<file path="src/design/lbsp_pkg.sv">
// Shared types, constants and register codes of the LBSP window descriptor unit.
package lbsp_pkg;

  // Image geometry limits
  localparam int MAX_WIDTH  = 1024;
  localparam int MAX_HEIGHT = 1024;

  localparam int DIM_W = $clog2(MAX_WIDTH) + 1;   // width/height registers hold the maximum
  localparam int COL_W = $clog2(MAX_WIDTH);       // column index
  localparam int ROW_W = $clog2(MAX_HEIGHT);      // emitted row index
  localparam int POS_W = DIM_W + 1;               // row/column sums used for edge tests
  localparam int PIX_W = 24;                      // three 8-bit channels
  localparam int CH_W  = 8;

  // Window and line store shape
  localparam int WIN_N   = 5;
  localparam int LB_ROWS = WIN_N - 1;
  localparam int LB_W    = LB_ROWS * PIX_W;
  localparam int HALF    = WIN_N / 2;

  // Former-frame delay ring
  localparam int FORMER_DEPTH = 2 * MAX_WIDTH + 2;
  localparam int FPTR_W       = $clog2(FORMER_DEPTH);
  localparam int LIM_W        = $clog2(2 * MAX_WIDTH + 3);

  // Comparison widths
  localparam int DIFF_W = CH_W + 2;                // sum of three absolute differences
  localparam int PROD_W = DIFF_W + CH_W;           // ratio times channel sum

  // Queue between front and back
  localparam int QUEUE_DEPTH = 4;
  localparam int QPTR_W      = $clog2(QUEUE_DEPTH);
  localparam int QCNT_W      = $clog2(QUEUE_DEPTH + 1);

  // Pattern points inside the 5x5 window
  localparam int PAT_N = 16;
  localparam int PAT_X [PAT_N] = '{0, 2, 4, 1, 2, 3, 0, 1, 3, 4, 1, 2, 3, 0, 2, 4};
  localparam int PAT_Y [PAT_N] = '{0, 0, 0, 1, 1, 1, 2, 2, 2, 2, 3, 3, 3, 4, 4, 4};

  // Configuration register indexes
  localparam int CFG_IDX_W = 3;
  typedef enum logic [CFG_IDX_W-1:0] {
    REG_IMAGE_WIDTH     = 3'd0,
    REG_IMAGE_HEIGHT    = 3'd1,
    REG_COLOR_MODE      = 3'd2,
    REG_INTER_MODE      = 3'd3,
    REG_INTRA_THRESHOLD = 3'd4,
    REG_INTER_RATIO     = 3'd5
  } cfg_reg_t;

  typedef logic [PIX_W-1:0] pixel_t;

  // Input beat
  typedef struct packed {
    logic            func;
    logic [CH_W-1:0] pix_c0;
    logic [CH_W-1:0] pix_c1;
    logic [CH_W-1:0] pix_c2;
    logic [CH_W-1:0] prev_c0;
    logic [CH_W-1:0] prev_c1;
    logic [CH_W-1:0] prev_c2;
  } pix_beat_t;

  // Output beat
  typedef struct packed {
    logic [PAT_N-1:0] descriptor;
    logic [COL_W-1:0] out_col;
    logic [ROW_W-1:0] out_row;
    logic             frame_last;
  } desc_beat_t;

  // Effective configuration, dimensions already clamped
  typedef struct packed {
    logic [DIM_W-1:0] width;
    logic [DIM_W-1:0] height;
    logic             color_mode;
    logic             inter_mode;
    logic [CH_W-1:0]  intra_threshold;
    logic [CH_W-1:0]  inter_ratio;
  } cfg_t;

  // One classified window waiting for comparison
  typedef struct packed {
    pixel_t [PAT_N-1:0] nbr;
    pixel_t             centre;
    pixel_t             former;
    logic [COL_W-1:0]   col;
    logic [ROW_W-1:0]   row;
    logic               last;
  } window_entry_t;

endpackage

</file>
<file path="src/design/lbsp_queue.sv">
// Short queue of classified windows between the front and back parts.
module lbsp_queue import lbsp_pkg::*; (
  input  logic              clk,
  input  logic              rst,
  input  logic              push,
  input  window_entry_t     push_entry,
  input  logic              pop,
  output window_entry_t     head,
  output logic              not_empty,
  output logic [QCNT_W-1:0] count
);

  window_entry_t     slots [QUEUE_DEPTH];
  logic [QPTR_W-1:0] wr_ptr;
  logic [QPTR_W-1:0] rd_ptr;

  assign not_empty = (count != '0);
  assign head      = slots[rd_ptr];

  // Advance pointers and occupancy
  always_ff @(posedge clk) begin
    if (rst) begin
      wr_ptr <= '0;
      rd_ptr <= '0;
      count  <= '0;
    end else begin
      if (push) begin
        wr_ptr <= wr_ptr + 1'b1;
      end
      if (pop) begin
        rd_ptr <= rd_ptr + 1'b1;
      end
      if (push && !pop) begin
        count <= count + 1'b1;
      end else if (pop && !push) begin
        count <= count - 1'b1;
      end
    end
  end

  // Store pushed entries
  always_ff @(posedge clk) begin
    if (push) begin
      slots[wr_ptr] <= push_entry;
    end
  end

  a_no_overflow: assert property (@(posedge clk) disable iff (rst)
    !(push && !pop && count == QCNT_W'(QUEUE_DEPTH)))
    else $error("queue overflow");

  a_no_underflow: assert property (@(posedge clk) disable iff (rst)
    !(pop && count == '0))
    else $error("queue underflow");

endmodule

</file>
<file path="config.mk">
export PLATFORM = sky130hd
export DESIGN_NAME = lbsp_queue
export DESIGN_NICKNAME = d
export VERILOG_FILES = /design/src/design/lbsp_pkg.sv /design/src/design/lbsp_queue.sv
export SDC_FILE = /design/constraint.sdc
export NUM_CORES = 1
export LEC_CHECK = 0
export ABC_CLOCK_PERIOD_IN_PS = 12500
export BUFFER_PORTS_ARGS = -buffer_cell sky130_fd_sc_hd__buf_2
export CORE_ASPECT_RATIO = 1.5
export CORE_MARGIN = 8
export CORE_UTILIZATION = 45
export CTS_CLUSTER_SIZE = 25
export DETAILED_ROUTE_END_ITERATION = 8
export PLACE_DENSITY = 0.79
export SKIP_LAST_GASP = 1
export SYNTH_ARGS = -nofsm -noshare
export SYNTH_HDL_FRONTEND = slang
export SYNTH_SLANG_ARGS = --single-unit
export TNS_END_PERCENT = 20
</file>
<file path="constraint.sdc">
create_clock -name clk -period 12.5 [get_ports clk]
set_input_delay 0 -clock clk [delete_from_list [all_inputs] [get_ports clk]]
set_output_delay 0 -clock clk [all_outputs]
set_load 0.005 [all_outputs]
</file>
Yosys cells after proc, flatten, opt, wreduce, memory -nomap -nowiden
Memories as Yosys holds them, arrays and structs flattened. A register that Yosys moved wholly into a read port is not among the register bits.
Cells that the tools add are included.
W data, S select, Z words.
{"block": "classes", "n_reduce_logical": 6, "n_mux": 6, "n_addsub": 4}
{"cell": "$mux W3", "count": 2}
{"cell": "$add A2 B1 Y2 const B", "count": 2}
{"cell": "$mux W2", "count": 2}
{"cell": "$add A3 B1 Y3 const B", "count": 1}
{"cell": "$reduce_bool A3 Y1", "count": 1}
{"cell": "$sub A3 B1 Y3 const B", "count": 1}
{"cell": "$logic_and A1 B1 Y1", "count": 2}
{"cell": "$logic_not A1 Y1", "count": 2}
{"cell": "$mux W1", "count": 2}
{"cell": "$reduce_bool A2 Y1", "count": 1}
{"block": "word_totals", "mem_bits_rw": 1812, "inputBits": 457, "output_inout_bits": 457, "elab_cells": 20, "mem_count": 1, "regBits": 7}
{"name": "slots", "depth": 4, "width": 453, "rd": 1, "rd_clocked_by_memory_dff": 1, "write_ports": 1, "line_no": "lbsp_queue.sv:13", "text": "window_entry_t slots [QUEUE_DEPTH];"}

Depth between registers and ports, before layout
Gate-level depths: netlist (run 1).
{"block": "logic_depth", "ltp_word": 4, "depth_mapped": 7}

Worst setup path after synthesis (run 1)
Ideal clock, no wire load.
{"block": "synth_path", "path_type": "register to register", "start": "register wr_ptr[0]", "end": "memory slots[0][0] in the netlist's numbering (enable)", "n_path_buf": 0, "arrival_time_ns": 10.754, "t_required_ns": 11.626, "stages_incl_launch_ff": 4, "setup_slack_ns": 0.872, "synth_period_minus_slack_ns": 11.628, "cell_sequence": "dfxtp_1 -> inv_1 -> ha_1 -> and2_1"}
{"element": "start: declaration", "line_no": "lbsp_queue.sv:14", "text": "logic [QPTR_W-1:0] wr_ptr;"}
{"element": "start signal: assignment", "line_no": "lbsp_queue.sv:28", "text": "wr_ptr <= wr_ptr + 1'b1;"}
{"element": "end: declaration", "line_no": "lbsp_queue.sv:13"}
Straight into the memory's write port.

Worst setup path after layout (run 1)
{"block": "layout_path", "start": "register wr_ptr[0]", "end": "memory slots[2][301] in the netlist's numbering (enable)"}
Straight into the memory's write port.

==> flow_metrics.env, run 1 <==
export IMPL_drt_iter0_drc=4838
export IMPL_hold_viol=0
export IMPL_hold_start="push_entry[72]"
export IMPL_yosysMostFrequentCell="edfxtp_1"
export IMPL_tightest_slew_ps=1140
export IMPL_clock_latency_ps=800
export IMPL_cts_sinks=1821
export IMPL_yosys_top_cells_area="edfxtp_1, mux4_2, buf_6, dfxtp_1, buf_4"
export IMPL_cts_resized=0
export IMPL_grt_setup_unrepaired="no"
export IMPL_gp_congestion=0.773
export IMPL_clock_skew_ps=67.4
export IMPL_rows=171
export IMPL_synthToLayoutAreaGrowth_pct=31.2
export IMPL_wirelength_mm=205
export IMPL_cts_htree_levels=4
export IMPL_n_fill_cell=9325
export IMPL_grt_ovfl_total=0
export IMPL_clkTransAtPathRegs_ps=70
export IMPL_io_buffers=913
export IMPL_slew_headroom_pct=24.2
export IMPL_netlist_area_leader_share_pct=82.9
export IMPL_tns_ps=0
export IMPL_wl_met3_mm=29.6
export IMPL_drc=0
export IMPL_startpoint="wr_ptr[0]"
export IMPL_critical_path_class="reg -> reg"
export IMPL_synth_xor_area_share_pct=0.0667
export IMPL_core_sq_um=145000
export IMPL_max_stage_delay_ps=970
export IMPL_yosys_area_share_simple_pct=0.103
export IMPL_grt_pass1_vias=38200
export IMPL_highest_layer="met5"
export IMPL_crit_chain="inv_1 > ha_1 > and2_4 > buf_4 > buf_4 > buf_4"
export IMPL_fin_area_sq_um=86200
export IMPL_async_flop_share_pct=0
export IMPL_slew_violations=0
export IMPL_worst_hold_path_type="in -> reg"
export IMPL_grt_pass1_wl_mm=282
export IMPL_syn_avg_cell_area_sq_um=27.3
export IMPL_fin_nets=4728
export IMPL_yosysSeqAreaShare_pct=83.1
export IMPL_viasPerCell=5.84
export IMPL_io_pins=914
export IMPL_start_util_pct=45.3
export IMPL_clk_path_buf_depth=3
export IMPL_synth_cells=2409
export IMPL_post_route_min_period_ps=4400
export IMPL_synth_nets=2872
export IMPL_synth_top_flop_cell="edfxtp_1"
export IMPL_detail_route_wl_per_cell_microns=32.1
export IMPL_p_leak_nw=29.2
export IMPL_die_area_sq_um=159000
export IMPL_pwr_share_comb_pct=11.4
export IMPL_p_sw_share_pct=24.4
export IMPL_crit_arrival_ps=4770
export IMPL_antenna_found_initial=76
export IMPL_die_width_microns=328
export IMPL_place_area_sq_um=72400
export IMPL_die_h_microns=484
export IMPL_drive_above_1_share_pct=37.2
export IMPL_postCtsSetupBuffers=0
export IMPL_wl_met1_mm=65.9
export IMPL_cpMostUsedCell="buf_4"
export IMPL_syn_area_sq_um=65700
export IMPL_cp_start_kind="flop"
export IMPL_ys_ff_latch=1821
export IMPL_outcome="complete, no violations"
export IMPL_final_util_pct=59.5
export IMPL_clkPwrFrac_pct=36.4
export IMPL_drt_pass1_iter_count=6
export IMPL_crit_reg2reg_launch="wr_ptr[0]"
export IMPL_setup_worst_path_end_class="flop"
export IMPL_yosys_area_top_type="edfxtp_1"
export IMPL_synth_mux_area_share_pct=15.6
export IMPL_postRouteAntennaNets=0
export IMPL_synthAdderAreaFrac_pct=0.126
export IMPL_crit_slowest_cell="buf_4"
export IMPL_grt_max_degree=128
export IMPL_ys_top_cells_by_count="edfxtp_1, mux4_2, buf_2"
export IMPL_max_freq_ghz=0.227
export IMPL_cts_root_buf="clkbuf_16"
export IMPL_track_usage_pct=24.4
export IMPL_power_per_cell_area_nw_per_um2=159
export IMPL_vias=37200
export IMPL_synth_edf_count=1812
export IMPL_synth_top_family_by_area="multiplexers"
export IMPL_synth_compound_gate_area_share_pct=0.0152
export IMPL_p_sw_mw=3.34
export IMPL_cts_buffers=161
export IMPL_synth_cell_types=20
export IMPL_cap_violations=0
export IMPL_worstPathRequired_ps=12870
export IMPL_peakVddDrop_v=0.000200
export IMPL_crit_fanout=71
export IMPL_setup_violations=0
export IMPL_hpwl_mm=110
export IMPL_sequentialPowerShare_pct=52.1
export IMPL_fin_crit_sh_pct=35.2
export IMPL_cts_tree="yes"
export IMPL_ys_warn_count=0
export IMPL_met2_length_mm=100
export IMPL_p_int_mw=10.4
through the flow:
stage | hold WS, ps | setup WS [ps] | power (mW) | std cells
floorplan | 98.9 | 872 | 7.98 | 2409
global placement | 209 | 8100 | 8.47 | 5162
detailed placement | 215 | 8180 | 8.50 | 5162
CTS | 0.412 | 7880 | 13.6 | 6302
global route | 23.9 | 7680 | 14.0 | 6349
finish | 46.8 | 8100 | 13.7 | 6371
power groups by stage:
stage               clock [mW]  combinational (mW)  sequential, mW
floorplan                    0               0.649            7.33
global placement             0                1.26            7.21
detailed placement           0                1.27            7.24
CTS                       4.93                1.52            7.12
global route              5.25                1.64            7.15
finish                    4.99                1.57            7.14
state kept, by name (all words and copies together) (netlist names), named ones only:
register and count:
count 3, rd_ptr 2, slots 1812, wr_ptr 2
placed cells by master (no fill, tap or decap):
cell,n
and2_4,4
clkinv_16,9
clkinv_1,32
diode_2,69
o21ai_0,1
inv_6,4
clkbuf_1,39
fa_1,1
a21oi_1,1
buf_12,5
bufinv_16,8
inv_16,5
edfxtp_1,1812
dlygate4sd3_1,843
dfxtp_4,2
clkinvlp_4,6
dfxtp_1,7
buf_4,34
or3_1,2
inv_1,4
xor2_1,3
mux2i_1,2
buf_2,913
nor2_1,7
clkinv_4,4
mux4_2,453
ha_1,5
nand2_1,1
clkinv_2,27
clkbuf_16,161
clkinv_8,2
xnor2_1,2
per-layer routing:
layer,GRT usage (%),vias up
met5,0,-
met4,9.39,14
met3,9.46,478
met2,40.4,3374
met1,28.8,19000
li1,-,14300
area by class of cell:
cell class | count | area, sq um | share of cell area (%)
antenna | 69 | 173 | 0.200
clock buffer | 200 | 4180 | 4.85
clock inverter | 97 | 1010 | 1.18
inverter | 4 | 15.0 | 0.0174
multi-input combinational | 482 | 10400 | 12.1
sequential | 1821 | 54600 | 63.4
tap | 1903 | 2380 | 2.76
timing repair buffer | 1795 | 13400 | 15.5
logic make-up after synthesis:
family,Yosys count
adders and majority gates,6
AOI/OAI and AO/OA,2
buffers and inverters,106
xor gates and xnor gates,5
DFF,1821
and+or+nand+nor,14
muxes,455
final timing paths:
kind | end | slack [ps] | depth (start not counted)
worst min register to register | rd_ptr[0] | 550 | 2
worst max-delay path | slots[2][301] | 8100 | 6
worst min-delay path | slots[0][72] | 50 | 2
worst max register to register | slots[2][301] | 8100 | 6
worst max-delay path: cells and delay by family (launching register included):
kind                     cells  cell delay (ps)
adder cells (fa/ha/maj)      1              170
buffers and inverters        4             2640
flip-flops                   1              370
AND/OR/NAND/NOR              1              610
timing repair:
item                                    CTS  global route
hold buffers                            843             0
setup endpoints to repair                 0             0
endpoints found under the hold margin  1946             0
Power figures use the tool's default switching activity.
==> run 2: changes to the inputs <==
Settings changed: ABC_CLOCK_PERIOD_IN_PS 12500 to 4000.
Clock period 12.5 ns to 4 ns, I/O delays scaled along.
==> run 2 against run 1 <==
  * Count of clock-buffer cells in the layout shrank 12
  * Non-clock buffer count grew 44
  * Critical path type is now reg -> out
  * Sequential power increased to 3.1 times the previous value
  * Sequential cell count did not move
  * Wire length is 6.0% higher
  * Global-route usage is 1.2 points higher
  * Highest routed layer unchanged
==> flow_metrics.env, run 2 (same netlist as run 1, synthesis figures left out) <==
export IMPL_fin_area_sq_um=86900
export IMPL_whs_endpoint="slots[3][390]"
export IMPL_drt_iter0_drc=5069
export IMPL_grt_setup_unrepaired="no"
export IMPL_clkTransAtPathRegs_ps=60
export IMPL_ff2ff_path_depth=5
export IMPL_viasPerCell=5.96
export IMPL_peakVddDrop_v=0.000727
export IMPL_hold_start="push_entry[390]"
export IMPL_cts_htree_levels=4
export IMPL_n_fill_cell=9167
export IMPL_final_cell_mix="edfxtp_1, buf_2, dlygate4sd3_1, mux4_2, clkbuf_16"
export IMPL_core_sq_um=145000
export IMPL_fin_crit_sh_pct=79.0
export IMPL_track_usage_pct=25.6
export IMPL_cts_sinks=1821
export IMPL_worst_hold_path_type="in -> reg"
export IMPL_hpwl_mm=115
export IMPL_drive_above_1_share_pct=37.9
export IMPL_final_util_pct=60.0
export IMPL_grt_pass1_wl_mm=293
export IMPL_multi_input_area_sq_um=10400
export IMPL_outcome="complete, no violations"
export IMPL_slew_headroom_pct=47.8
export IMPL_grt_max_degree=104
export IMPL_critical_path_class="reg -> out"
export IMPL_cts_buffers=159
export IMPL_gp_congestion=0.797
export IMPL_tightest_slew_ps=783
export IMPL_cp_start_kind="flop"
export IMPL_clock_skew_ps=71.3
export IMPL_io_buffers=913
export IMPL_io_pins=914
export IMPL_total_power_mw=43.4
export IMPL_worstPathRequired_ps=4000
export IMPL_hold_viol=0
export IMPL_synthToLayoutAreaGrowth_pct=32.3
export IMPL_largest_reg_flops=1812
export IMPL_layout_commonest_cell="edfxtp_1"
export IMPL_cts_tree="yes"
export IMPL_die_width_microns=328
export IMPL_fin_nets=4770
export IMPL_drt_pass1_iter_count=5
export IMPL_setup_worst_path_end_class="primary output"
export IMPL_die_area_sq_um=159000
export IMPL_r2r_end="count[2]"
export IMPL_grt_pass1_vias=39000
export IMPL_whs_ps=35.8
export IMPL_seq_area_sq_um=54600
export IMPL_wirelength_mm=217
export IMPL_dp_cells=5206
export IMPL_post_route_min_period_ps=3160
export IMPL_crit_fanout=29
export IMPL_max_freq_ghz=0.316
export IMPL_regMostFlops="slots"
export IMPL_drc=0
export IMPL_start_util_pct=45.3
export IMPL_vias=38300
export IMPL_reg2reg_slack_ps=1820
export IMPL_grt_ovfl_total=0
export IMPL_slew_violations=0
export IMPL_detail_route_wl_per_cell_microns=33.8
export IMPL_rows=171
export IMPL_antenna_found_initial=71
export IMPL_hold_depth=2
export IMPL_power_per_cell_area_nw_per_um2=499
export IMPL_cap_violations=0
export IMPL_postRouteAntennaNets=0
export IMPL_clk_path_buf_depth=3
export IMPL_largest_registers="slots x1812, count x3"
export IMPL_die_h_microns=484
export IMPL_setup_violations=0
export IMPL_cts_root_buf="clkbuf_16"
export IMPL_p_leak_nw=29.5
export IMPL_place_area_sq_um=73000
export IMPL_crit_arrival_ps=3160
export IMPL_clock_latency_ps=830
export IMPL_stdcell_count=6414
export IMPL_crit_reg2reg_launch="count[0]"
-- run 2: repair_timing --
| item | CTS | global route |
|---|---|---|
| endpoints found under the hold margin | 1861 | 0 |
| buffers inserted | 0 | 0 |
| resized for setup | 0 | 0 |
| endpoints found under the setup margin | 0 | 0 |
| hold buffers | 843 | 0 |
-- run 2: how the worst max path moves through the flow --
stage              start          end  depth (start not counted)  slack [ps]
6_report            flop     head[49]                          3         840
5_1_grt             flop     head[49]                          3         670
4_1_cts             flop     head[49]                          3         760
3_5_place_dp        flop     head[49]                          3        1650
3_3_place_gp        flop    head[107]                          3        1690
2_1_floorplan  wr_ptr[0]  slots[2][0]                          3         -90
-- run 2: per-layer routing --
metal  GRT usage (%)  share of wire (%)  vias to the layer above
met3            9.38                 14                      584
met2            42.5                 49                     3862
met1            30.1                 32                    19300
li1                -                  -                    14400
met5               0              0.082                        -
met4            10.3                5.1                       26
-- run 2: through the flow --
step           TNS [ps]  worst slack [ps]
6_report              0               839
5_1_grt               0               669
4_1_cts               0               760
3_5_place_dp          0              1650
3_3_place_gp          0              1690
2_1_floorplan   -155870             -93.2
-- run 2: layout make-up --
cell class	count	area share (%)
Antenna cell	77	0.222
Clock buffer	188	4.75
Clock inverter	100	1.30
Inverter	4	0.0173
Multi-Input combinational cell	482	12.0
Sequential cell	1821	62.9
Tap cell	1903	2.74
Timing Repair Buffer	1839	16.1
-- run 2: report_power, final --
part	internal, mW	switching (mW)	total (mW)
Clock	8.65	7.36	16.0
Combinational	2.35	2.71	5.06
Sequential	21.9	0.364	22.3
-- run 2: worst max-delay path, stage by stage (launching register included) --
cell     delay, ps
dfxtp_4        810
buf_4          680
mux4_2         660
buf_2          170
